## src/hw/rtl/paat_pkg.sv

```systemverilog
// Shared types and constants for the proxy ARP address table.
// No dependencies; used by the cell, the top level and the checker.
`default_nettype none

package paat_pkg;

    localparam int TABLE_DEPTH_DEF = 16;

    localparam int CMD_W    = 2;
    localparam int IP_W     = 32;
    localparam int VLAN_W   = 12;
    localparam int MAC_W    = 48;
    localparam int STATUS_W = 2;
    localparam int USED_W   = 5;

    // Largest count the used_count field can carry.
    localparam logic [USED_W-1:0] USED_MAX = 5'd31;

    // Top nibble of an IPv4 multicast address.
    localparam logic [3:0] MCAST_IP_NIBBLE = 4'hE;
    // Group bit of the first MAC octet.
    localparam int MCAST_MAC_BIT = 40;

    typedef enum logic [CMD_W-1:0] {
        CMD_LOOKUP = 2'd0,
        CMD_ADD    = 2'd1,
        CMD_DELETE = 2'd2
    } cmd_t;

    typedef enum logic [STATUS_W-1:0] {
        ST_OK        = 2'd0,
        ST_NOT_FOUND = 2'd1,
        ST_FULL      = 2'd2,
        ST_MCAST     = 2'd3
    } status_t;

    typedef enum logic [1:0] {
        OP_NONE,
        OP_UPDATE,
        OP_FILL,
        OP_DELETE
    } commit_op_t;

    typedef enum logic [1:0] {
        S_IDLE,
        S_WALK,
        S_COMMIT
    } state_t;

    // Search token passed from cell to cell.
    typedef struct packed {
        logic             active;
        logic             hit_seen;
        logic             free_seen;
        logic [MAC_W-1:0] mac_found;
    } token_t;

    // Key, data and commit operation broadcast to every cell.
    typedef struct packed {
        commit_op_t        op;
        logic [IP_W-1:0]   ip;
        logic [VLAN_W-1:0] vlan;
        logic [MAC_W-1:0]  mac;
    } bcast_t;

endpackage

`default_nettype wire

```

## src/hw/rtl/paat_cell.sv

```systemverilog
// One table entry of the proxy ARP address table plus its token stage.
// Depends on paat_pkg.
`default_nettype none

module paat_cell (
    input  wire logic             clk,
    input  wire logic             rst_n,
    input  wire paat_pkg::bcast_t bcast,
    input  wire paat_pkg::token_t token_in,
    output paat_pkg::token_t      token_out
);

    logic                          valid_reg, valid_next;
    logic [paat_pkg::IP_W-1:0]     ip_reg, ip_next;
    logic [paat_pkg::VLAN_W-1:0]   vlan_reg, vlan_next;
    logic [paat_pkg::MAC_W-1:0]    mac_reg, mac_next;
    logic                          hit_flag_reg, hit_flag_next;
    logic                          free_flag_reg, free_flag_next;
    paat_pkg::token_t              token_reg, token_next;

    logic match;
    logic hit_here;
    logic free_here;

    assign match     = valid_reg && (ip_reg == bcast.ip) && (vlan_reg == bcast.vlan);
    assign hit_here  = token_in.active && match && !token_in.hit_seen;
    assign free_here = token_in.active && !valid_reg && !token_in.free_seen;

    // Advance the token; claim the first hit and the first free slot.
    always_comb
    begin
        token_next.active    = token_in.active;
        token_next.hit_seen  = token_in.hit_seen || hit_here;
        token_next.free_seen = token_in.free_seen || free_here;
        token_next.mac_found = hit_here ? mac_reg : token_in.mac_found;

        hit_flag_next  = hit_flag_reg;
        free_flag_next = free_flag_reg;
        if (token_in.active)
        begin
            hit_flag_next  = hit_here;
            free_flag_next = free_here;
        end
    end

    // Apply the commit to this entry if it was the claimed one.
    always_comb
    begin
        valid_next = valid_reg;
        ip_next    = ip_reg;
        vlan_next  = vlan_reg;
        mac_next   = mac_reg;
        unique case (bcast.op)
            paat_pkg::OP_NONE:
            begin
            end
            paat_pkg::OP_UPDATE:
            begin
                if (hit_flag_reg)
                begin
                    mac_next = bcast.mac;
                end
            end
            paat_pkg::OP_FILL:
            begin
                if (free_flag_reg)
                begin
                    valid_next = 1'b1;
                    ip_next    = bcast.ip;
                    vlan_next  = bcast.vlan;
                    mac_next   = bcast.mac;
                end
            end
            paat_pkg::OP_DELETE:
            begin
                if (hit_flag_reg)
                begin
                    valid_next = 1'b0;
                    ip_next    = '0;
                    mac_next   = '0;
                end
            end
        endcase
    end

    always_ff @(posedge clk or negedge rst_n)
    begin
        if (!rst_n)
        begin
            valid_reg     <= 1'b0;
            hit_flag_reg  <= 1'b0;
            free_flag_reg <= 1'b0;
            token_reg     <= '0;
        end
        else
        begin
            valid_reg     <= valid_next;
            hit_flag_reg  <= hit_flag_next;
            free_flag_reg <= free_flag_next;
            token_reg     <= token_next;
        end
    end

    always_ff @(posedge clk)
    begin
        ip_reg   <= ip_next;
        vlan_reg <= vlan_next;
        mac_reg  <= mac_next;
    end

    assign token_out = token_reg;

endmodule

`default_nettype wire

```

## src/hw/rtl/proxy_arp_address_table.sv

```systemverilog
// Proxy ARP address table: a row of entry cells searched by a moving token.
// Depends on paat_pkg and paat_cell.
//
//  channel  | handshake            | fields
//  ---------+----------------------+--------------------------------------
//  request  | in_valid / in_stall  | command, ip_addr, vlan_id, mac_in
//  result   | out_valid / out_stall| status, mac_out, used_count
//
// Flow: a request is loaded, then the search token is launched and walks
//   the row of TABLE_DEPTH cells one cell per cycle, then the result is
//   committed. One request is in work at a time.
// Reset: all valid marks clear at once; the table is empty right after reset.
// Stalls: a finished result waits in the output register while the next
//   request is taken and searched; only its commit waits for the slot.
`default_nettype none

module proxy_arp_address_table #(
    parameter int TABLE_DEPTH = paat_pkg::TABLE_DEPTH_DEF
) (
    input  wire logic                           clk,
    input  wire logic                           rst_n,
    input  wire logic                           in_valid,
    output logic                                in_stall,
    input  wire logic [paat_pkg::CMD_W-1:0]     command,
    input  wire logic [paat_pkg::IP_W-1:0]      ip_addr,
    input  wire logic [paat_pkg::VLAN_W-1:0]    vlan_id,
    input  wire logic [paat_pkg::MAC_W-1:0]     mac_in,
    output logic                                out_valid,
    input  wire logic                           out_stall,
    output logic [paat_pkg::STATUS_W-1:0]       status,
    output logic [paat_pkg::MAC_W-1:0]          mac_out,
    output logic [paat_pkg::USED_W-1:0]         used_count
);

    localparam int CNT_W = $clog2(TABLE_DEPTH + 1);
    localparam int SAT_W = (CNT_W > paat_pkg::USED_W) ? CNT_W : paat_pkg::USED_W;

    paat_pkg::state_t                state_reg, state_next;
    logic                            launch_reg, launch_next;
    logic [paat_pkg::CMD_W-1:0]      cmd_reg;
    logic [paat_pkg::IP_W-1:0]       ip_reg;
    logic [paat_pkg::VLAN_W-1:0]     vlan_reg;
    logic [paat_pkg::MAC_W-1:0]      mac_reg;
    paat_pkg::token_t                tail_reg;
    logic [CNT_W-1:0]                used_reg, used_next;
    logic                            out_valid_reg, out_valid_next;
    paat_pkg::status_t               out_status_reg;
    logic [paat_pkg::MAC_W-1:0]      out_mac_reg;
    logic [paat_pkg::USED_W-1:0]     out_used_reg;

    paat_pkg::token_t                tok [0:TABLE_DEPTH];
    paat_pkg::bcast_t                bcast;

    logic                            accept;
    logic                            commit_go;
    logic                            is_mcast;
    paat_pkg::status_t               res_status;
    logic [paat_pkg::MAC_W-1:0]      res_mac;
    paat_pkg::commit_op_t            res_op;
    logic [SAT_W-1:0]                used_ext;
    logic [paat_pkg::USED_W-1:0]     used_sat;

    // ---------------------------------------------------------------
    // Cell row: the token enters cell 0 from launch_reg, in the cycle after the
    // request is accepted, so the key registers are stable while it walks.
    // ---------------------------------------------------------------
    assign tok[0] = '{active: launch_reg, hit_seen: 1'b0, free_seen: 1'b0,
                      mac_found: '0};

    generate
        for (genvar i = 0; i < TABLE_DEPTH; i++)
        begin : g_cell
            paat_cell u_cell (
                .clk       (clk),
                .rst_n     (rst_n),
                .bcast     (bcast),
                .token_in  (tok[i]),
                .token_out (tok[i+1])
            );
        end
    endgenerate

    // Broadcast the key all the time; the commit op only when it is taken.
    assign bcast.op   = commit_go ? res_op : paat_pkg::OP_NONE;
    assign bcast.ip   = ip_reg;
    assign bcast.vlan = vlan_reg;
    assign bcast.mac  = mac_reg;

    // ---------------------------------------------------------------
    // Control: next state
    // ---------------------------------------------------------------
    always_comb
    begin
        state_next = state_reg;
        unique case (state_reg)
            paat_pkg::S_IDLE:
            begin
                if (in_valid)
                begin
                    state_next = paat_pkg::S_WALK;
                end
            end
            paat_pkg::S_WALK:
            begin
                if (tok[TABLE_DEPTH].active)
                begin
                    state_next = paat_pkg::S_COMMIT;
                end
            end
            paat_pkg::S_COMMIT:
            begin
                if (!out_valid_reg || !out_stall)
                begin
                    state_next = paat_pkg::S_IDLE;
                end
            end
            default:
            begin
                state_next = paat_pkg::S_IDLE;
            end
        endcase
    end

    // Control: outputs of the state machine
    always_comb
    begin
        in_stall  = (state_reg != paat_pkg::S_IDLE);
        accept    = (state_reg == paat_pkg::S_IDLE) && in_valid;
        commit_go = (state_reg == paat_pkg::S_COMMIT) && (!out_valid_reg || !out_stall);
        launch_next = accept;
    end

    // ---------------------------------------------------------------
    // Decide the result from the token that left the last cell.
    // Multicast rejects come before any table action on an add.
    // ---------------------------------------------------------------
    assign is_mcast = mac_reg[paat_pkg::MCAST_MAC_BIT]
                   || (ip_reg[paat_pkg::IP_W-1 -: 4] == paat_pkg::MCAST_IP_NIBBLE);

    always_comb
    begin
        res_status = paat_pkg::ST_NOT_FOUND;
        res_mac    = '0;
        res_op     = paat_pkg::OP_NONE;
        used_next  = used_reg;
        unique case (cmd_reg)
            paat_pkg::CMD_LOOKUP:
            begin
                if (tail_reg.hit_seen)
                begin
                    res_status = paat_pkg::ST_OK;
                    res_mac    = tail_reg.mac_found;
                end
            end
            paat_pkg::CMD_ADD:
            begin
                priority if (is_mcast)
                begin
                    res_status = paat_pkg::ST_MCAST;
                end
                else if (tail_reg.hit_seen)
                begin
                    res_status = paat_pkg::ST_OK;
                    res_op     = paat_pkg::OP_UPDATE;
                end
                else if (tail_reg.free_seen)
                begin
                    res_status = paat_pkg::ST_OK;
                    res_op     = paat_pkg::OP_FILL;
                    used_next  = used_reg + CNT_W'(1);
                end
                else
                begin
                    res_status = paat_pkg::ST_FULL;
                end
            end
            paat_pkg::CMD_DELETE:
            begin
                if (tail_reg.hit_seen)
                begin
                    res_status = paat_pkg::ST_OK;
                    res_op     = paat_pkg::OP_DELETE;
                    used_next  = used_reg - CNT_W'(1);
                end
            end
            default:
            begin
                // unused command code: answer not found, touch nothing
            end
        endcase
    end

    // Saturate the count to the width of the result field.
    assign used_ext = SAT_W'(used_next);
    assign used_sat = (used_ext > SAT_W'(paat_pkg::USED_MAX)) ? paat_pkg::USED_MAX
                                                             : used_ext[paat_pkg::USED_W-1:0];

    // Output register: load on commit, drop once taken.
    always_comb
    begin
        out_valid_next = out_valid_reg;
        if (commit_go)
        begin
            out_valid_next = 1'b1;
        end
        else if (!out_stall)
        begin
            out_valid_next = 1'b0;
        end
    end

    // ---------------------------------------------------------------
    // Registers
    // ---------------------------------------------------------------
    always_ff @(posedge clk or negedge rst_n)
    begin
        if (!rst_n)
        begin
            state_reg     <= paat_pkg::S_IDLE;
            launch_reg    <= 1'b0;
            used_reg      <= '0;
            out_valid_reg <= 1'b0;
        end
        else
        begin
            state_reg     <= state_next;
            launch_reg    <= launch_next;
            out_valid_reg <= out_valid_next;
            if (commit_go)
            begin
                used_reg <= used_next;
            end
        end
    end

    // Hold the request while it is in work; capture the tail token.
    always_ff @(posedge clk)
    begin
        if (accept)
        begin
            cmd_reg  <= command;
            ip_reg   <= ip_addr;
            vlan_reg <= vlan_id;
            mac_reg  <= mac_in;
        end
        if (tok[TABLE_DEPTH].active)
        begin
            tail_reg <= tok[TABLE_DEPTH];
        end
        if (commit_go)
        begin
            out_status_reg <= res_status;
            out_mac_reg    <= res_mac;
            out_used_reg   <= used_sat;
        end
    end

    assign out_valid  = out_valid_reg;
    assign status     = out_status_reg;
    assign mac_out    = out_mac_reg;
    assign used_count = out_used_reg;

endmodule

`default_nettype wire

```

## config.mk

```make
export PLATFORM = sky130hd
export DESIGN_NAME = proxy_arp_address_table
export DESIGN_NICKNAME = d
export VERILOG_FILES = /design/src/hw/rtl/paat_pkg.sv /design/src/hw/rtl/paat_cell.sv /design/src/hw/rtl/proxy_arp_address_table.sv
export SDC_FILE = /design/constraint.sdc
export NUM_CORES = 2
export LEC_CHECK = 0
export BUFFER_PORTS_ARGS = -buffer_cell sky130_fd_sc_hd__buf_2
export CAP_MARGIN = 20
export CELL_PAD_IN_SITES_DETAIL_PLACEMENT = 0
export CELL_PAD_IN_SITES_GLOBAL_PLACEMENT = 2
export CORE_UTILIZATION = 51
export CTS_BUF_LIST = sky130_fd_sc_hd__clkbuf_2 sky130_fd_sc_hd__clkbuf_4 sky130_fd_sc_hd__clkbuf_8
export CTS_CLUSTER_DIAMETER = 30
export CTS_CLUSTER_SIZE = 40
export DETAILED_ROUTE_END_ITERATION = 8
export GPL_ROUTABILITY_DRIVEN = 0
export PLACE_DENSITY = 0.83
export SLEW_MARGIN = 20
export SYNTH_ARGS = -nofsm -noshare
export SYNTH_HDL_FRONTEND = slang
export SYNTH_SLANG_ARGS = --single-unit
```

## constraint.sdc

```tcl
create_clock -name clk -period 6.6 [get_ports clk]
set_clock_uncertainty 0.05 [all_clocks]
set_input_delay 0 -clock clk [delete_from_list [all_inputs] [get_ports clk]]
set_output_delay 0 -clock clk [all_outputs]
set_load 0.005 [all_outputs]
```

# ---- After elaboration in Yosys (flattened, before gate mapping)
# Index checks and enable logic that the tools add are counted.
dict set report op_classes {
  n_reduce_logical 232
  n_lt_le_gt_ge 1
  mux 198
  eq_ne 92
  add_sub_neg 2
}
# operator n
set op_table {}
lappend op_table {{$mux W48} 64}
lappend op_table {{$pmux W48 S3} 16}
lappend op_table {{$mux W32} 32}
lappend op_table {{$pmux W32 S2} 16}
lappend op_table {{$eq A32 B32 Y1} 16}
lappend op_table {{$eq A12 B12 Y1} 16}
lappend op_table {{$ne A2 B1 Y1 const B} 51}
lappend op_table {{$logic_and A1 B1 Y1} 96}
lappend op_table {{$reduce_and A4 Y1} 16}
lappend op_table {{$reduce_and A3 Y1} 17}
lappend op_table {{$logic_not A1 Y1} 48}
lappend op_table {{$mux W1} 35}
lappend op_table {{$reduce_and A2 Y1} 17}
lappend op_table {{$logic_or A1 B1 Y1} 32}
lappend op_table {{$pmux W1 S2} 16}
lappend op_table {{$mux W2} 11}
lappend op_table {{$mux W5} 4}
lappend op_table {{$pmux W5 S2} 1}
lappend op_table {{$eq A2 B2 Y1 const B} 4}
lappend op_table {{$pmux W2 S2} 2}
lappend op_table {{$eq A2 B1 Y1 const B} 3}
lappend op_table {{$pmux W2 S3} 1}
lappend op_table {{$add A5 B1 Y5 const B} 1}
lappend op_table {{$gt A5 B5 Y1 const B} 1}
lappend op_table {{other kinds (7)} 9}
dict set report word_totals {
  out_inout_bits 57
  regBits 2544
  inputBits 98
}

# ---- Longest topological paths before layout
dict set report depth {
  ltp_word 8
  depth_mapped 10
}

# ---- Hierarchy
# A second synthesis with hierarchy kept.
dict set report hier_totals {
  hier_cells 6189
  hier_area_um2 100158.6
}
# mod n_inst area_per_inst_um2 cells_per_inst seq_area_each_um2
set modules_own_cells {}
lappend modules_own_cells {paat_cell 16 5804.3 363 4113.9}
lappend modules_own_cells {proxy_arp_address_table 1 7289.5 381 6200.9}

# ---- Worst setup path before layout
# Ideal clock, no wire load.
dict set report synth_path {
  path_type {register to register}
  startpoint {register state_reg[1]}
  endpoint {register cmd_reg[0] in the netlist's numbering (enable)}
  t_arrival_ns 4.648
  synth_period_minus_slack_ns 5.247
  path_buffers 0
  slack_ns 1.353
  path_stages_with_launch 3
  required_time_ns 6.002
  path_cell_list {dfrtp_1 or2_2 nor2_1}
}
dict set report synth_between {
  elab_chain_len 2
}
# element line
set synth_rtl {}
lappend synth_rtl {{start: declaration} proxy_arp_address_table.sv:38} ;# paat_pkg::state_t state_reg, state_next;
lappend synth_rtl {{start signal: assignment} proxy_arp_address_table.sv:219} ;# state_reg <= paat_pkg::S_IDLE;
lappend synth_rtl {{start signal: assignment} proxy_arp_address_table.sv:226} ;# state_reg <= state_next;
lappend synth_rtl {{$logic_not A2 Y1} proxy_arp_address_table.sv:128} ;# accept = (state_reg == paat_pkg::S_IDLE) && in_valid;
lappend synth_rtl {{$logic_and A1 B1 Y1} proxy_arp_address_table.sv:128}
lappend synth_rtl {{via accept} proxy_arp_address_table.sv:54} ;# logic accept;
lappend synth_rtl {{end signal: assignment} proxy_arp_address_table.sv:241} ;# cmd_reg <= command;
lappend synth_rtl {{end: declaration} proxy_arp_address_table.sv:40} ;# logic [paat_pkg::CMD_W-1:0] cmd_reg;
# The timed path passes the listed nets, and every way through them passes these cells.
# A chain may end at the register's enable or synchronous reset.

# ---- Worst setup path in the final report
dict set report layout_path {
  startpoint {register ip_reg[31] in the netlist's numbering}
  endpoint {register g_cell[15].u_cell.mac_reg[27] in the netlist's numbering (enable)}
}
dict set report layout_between {
  elab_chain_len 8
  word_cells_on_any_way 13
  classes_between {eq/ne: 7; mux: 3; reduce/logical: 3}
}
# element line
set layout_rtl {}
lappend layout_rtl {{start: declaration} proxy_arp_address_table.sv:41} ;# logic [paat_pkg::IP_W-1:0] ip_reg;
lappend layout_rtl {{start signal: assignment} proxy_arp_address_table.sv:242} ;# ip_reg <= ip_addr;
lappend layout_rtl {{$eq A4 B4 Y1 (*)} proxy_arp_address_table.sv:138} ;# || (ip_reg[paat_pkg::IP_W-1 -: 4] == paat_pkg::MCAST_IP_NIBBLE);
lappend layout_rtl {{$logic_or A1 B1 Y1 (*)} proxy_arp_address_table.sv:138}
lappend layout_rtl {{$mux W2 (*)} proxy_arp_address_table.sv:157} ;# priority if (is_mcast)
lappend layout_rtl {{$pmux W2 S2 (*)} proxy_arp_address_table.sv:146} ;# unique case (cmd_reg)
lappend layout_rtl {{$mux W2 (*)} proxy_arp_address_table.sv:84} ;# assign bcast.op = commit_go ? res_op : paat_pkg::OP_NONE;
lappend layout_rtl {{$eq A2 B2 Y1 or $eq A2 B1 Y1 (tied branches)} paat_cell.sv:53} ;# unique case (bcast.op)
lappend layout_rtl {{$ne A2 B1 Y1 (no source line) or $reduce_bool A3 Y1 (tied branches)} -}
lappend layout_rtl {{$reduce_and A4 Y1 (no source line) (*)} -}
lappend layout_rtl {{end signal: assignment} paat_cell.sv:108} ;# mac_reg <= mac_next;
lappend layout_rtl {{end: declaration} paat_cell.sv:16} ;# logic [paat_pkg::MAC_W-1:0] mac_reg, mac_next;
# Mark *: on every way between the ends. The rest lies on a longest branch, timed or not.

==> reports/qor.txt <==
Status - complete, no violations
Worst skew pair latency - 1100 ps
Max VDD drop - 0.216 mV
Most common cell in the netlist - edfxtp_1
Highest Signal Layer - met5
Root Driver - clkbuf_8
Crit path max-delay family - simple AND/OR/NAND/NOR gates
Gr usage total - 0.254
Cells after Synth - 4912
Filler instances - 12800
Yosys top cell area share - 0.543
Fin crit share - 0.745
Number of gates resized after cts - 0
Routed WL - 230000 µm
Crit Reg-Reg Endpoint - g_cell[15].u_cell.mac_reg[27]
FMAX - 0.203 GHz
Syn_area_per_cell - 18.8 µm²
Reg clk slew, reported paths - 70 ps
Bufs and invs on worst path - 2
# port buffers - 154
Min Tclk post-route - 4920 ps
Max-Cap Viols - 0
Internal - 28.0 mW
Hold WS - 113 ps
Cells along the critical path - buf_4 -> and4b_1 -> nor4b_2 -> and3_1 -> and2_1 -> a21o_2 -> buf_4
Num CTS Buffers - 463
Final hold vios - 0
Clock power share - 0.499
Core Area - 179000 µm²
Top post-synthesis cells by area - edfxtp_1 54%, dfrtp_1 24%, mux2_2 7.3%
Synth Net Count - 5016
Critical path data required time - 7210 ps
Share of cells above drive strength 1 - 0.296
Distinct cell type count after synthesis - 65
Share of power burned in registers - 0.483
NumNets Final - 5790
Reg area - 72000 µm²
Vias in the first global route - 47900
CP Max Fanout - 28
Die X - 428 µm
Worst Path Arrival - 5530 ps
Slew Viols, Final - 0
Leak - 43.7 nW
CP endpoint kind - register
Total gr overflow - 0
# DRC - 0
CTS H-Tree Depth - 5
Sw Share - 0.208
Critical R2R Launch - ip_reg[31]
Wire length on met1 - 93400 µm
Post-layout util - 0.611
RSZ-0062 raised after global routing - no
WS Path Type - reg -> reg
Top cells by count, synth - 1671 x edfxtp_1, 873 x dfrtp_1, 600 x mux2_2, 502 x xor2_1, 162 x xnor2_1
Startpoint Class - register
CP max stage delay - 990 ps
Net Sw Power - 7.34 mW
Num rows - 155
Post-synthesis sequential area ratio - 0.779
Area Overhead vs Synth - 18.5%
Max-slew headroom - 0.196
Max Root-Sink Buffers - 4
Mean routed wirelength per cell - 27.2 µm
Post-synth EDFFs - 1671
I/O pin count - 155
Synth warn - 0
Largest net degree at the start of global routing - 177
Detail Placement HPWL - 130000 µm
Setup TNS - 0 ps
Die area - 183000 µm²
Wire length on met2 - 113000 µm
Post-synth top area cell - edfxtp_1
Initial Utilization - 0.516
FF+latch count, synth - 2544
Detail Route Antenna Nets - 0
DR iter-0 viols - 4404
WL met3 - 16900 µm
CTS tree - yes
Pwr per Cell Area - 323 nW/µm²
Die Y - 428 µm
Via Count - 46400
Clock tree sinks - 2544
Post-synth ARST share - 0.343
R2R Setup Slk - 1680 ps
Dpl ws - 1720 ps
Initial antenna violation count - 20
Routed vias/inst - 5.49
Crit-path slowest cell - and3_1
Max reg flops - 816
Final setup violation count - 0
Area taken by multi-input logic gates - 18900 µm²
Hold crit path type - in -> async
Combinational share of power - 0.017
Crit path top cell by count - buf_4
Worst-margin pin slew - 1210 ps
First-pass GRT wire length - 330000 µm
Post-CTS setup buffer count - 0
Detailed Routing Iterations Pass 1 - 6
Path depth of the worst reg2reg path - 7
Synth Cell Area - 92400 µm²
Final WS setup - 1680 ps
Primary FF master, synth - edfxtp_1
## worst max-delay path by stage
stage	start	to	slack [ps]	cells after the start
2_1_floorplan	state_reg[1]	cmd_reg[0]	1350	2
3_3_place_gp	ip_reg[31]	g_cell[14].u_cell.mac_reg[4]	1850	7
3_5_place_dp	ip_reg[31]	g_cell[14].u_cell.mac_reg[1]	1720	7
4_1_cts	ip_reg[31]	g_cell[14].u_cell.mac_reg[33]	1660	7
5_1_grt	ip_reg[31]	g_cell[15].u_cell.mac_reg[32]	1550	7
6_report	ip_reg[31]	g_cell[15].u_cell.mac_reg[27]	1680	7
## routing by layer
metal / up-vias / track usage
li1: 19700 / -
met1: 24400 / 0.342
met2: 1878 / 0.418
met3: 470 / 0.0493
met4: 6 / 0.0830
met5: - / 0
## worst reg2reg max path: stages (launching register included)
cell and delay (ps):
edfxtp_1 370, buf_4 280, and4b_1 350, nor4b_2 520, and3_1 990, and2_1 660, a21o_2 720, buf_4 550
## per-stage QoR
stage	instance area (µm²)	std cells	total power, mW
floorplan	92400	4912	17.6
finish	110000	8442	35.3
global route	110000	8440	36.3
global placement	95900	7346	17.9
CTS	109000	8432	35.6
detailed placement	95900	7348	17.9
## layout make-up
class                      instances  area share
sequential                      2544       0.658
multi-input combinational       2111       0.172
clock buffer                     576      0.0690
timing repair buffer             504      0.0378
clock inverter                   281      0.0338
tap                             2355      0.0269
inverter                          62     0.00214
antenna                            9    0.000206
## power groups by stage
stage          Sequential (mW)  Clock, mW  Combinational (mW)
6_report                  17.1       17.6               0.608
5_1_grt                   17.1       18.6               0.658
4_1_cts                   17.1       17.9               0.609
3_5_place_dp              17.4          0               0.501
3_3_place_gp              17.4          0               0.491
2_1_floorplan             17.4          0               0.211
## cells in the final DEF, fill, tap and decap left out, types with 22 or more instances in the layout
master,instances
mux2_2,600
xor2_1,502
and2_1,121
a21o_1,32
dfrtp_1,872
nor4_1,127
nand2_1,42
inv_1,57
clkinv_1,23
bufinv_16,78
nand2b_1,57
edfxtp_1,1671
clkinvlp_4,52
xnor2_1,162
clkbuf_8,517
nand4_1,70
clkinv_2,66
o2bb2ai_1,22
buf_2,153
buf_4,112
clkbuf_4,59
inv_6,27
and3_1,50
dlygate4sd3_1,226
mux2_1,111
clkinv_4,36
## what timing repair did
action                                  4_1_cts  5_1_grt
hold buffers                                227        0
hold endpoints to repair                   1039        0
endpoints found under the setup margin        0        0
## kinds of logic after synthesis
family	after synthesis	synth area share
buffers and inverters	257	0.0193
and+or+nand+nor	586	0.0386
AOI/OAI and AO/OA	134	0.0109
muxes	721	0.0882
xor gates and xnor gates	664	0.0629
adders and majority gates	6	0.000812
DFF	2544	0.779
No activity file was read; power rests on OpenSTA's default activity.
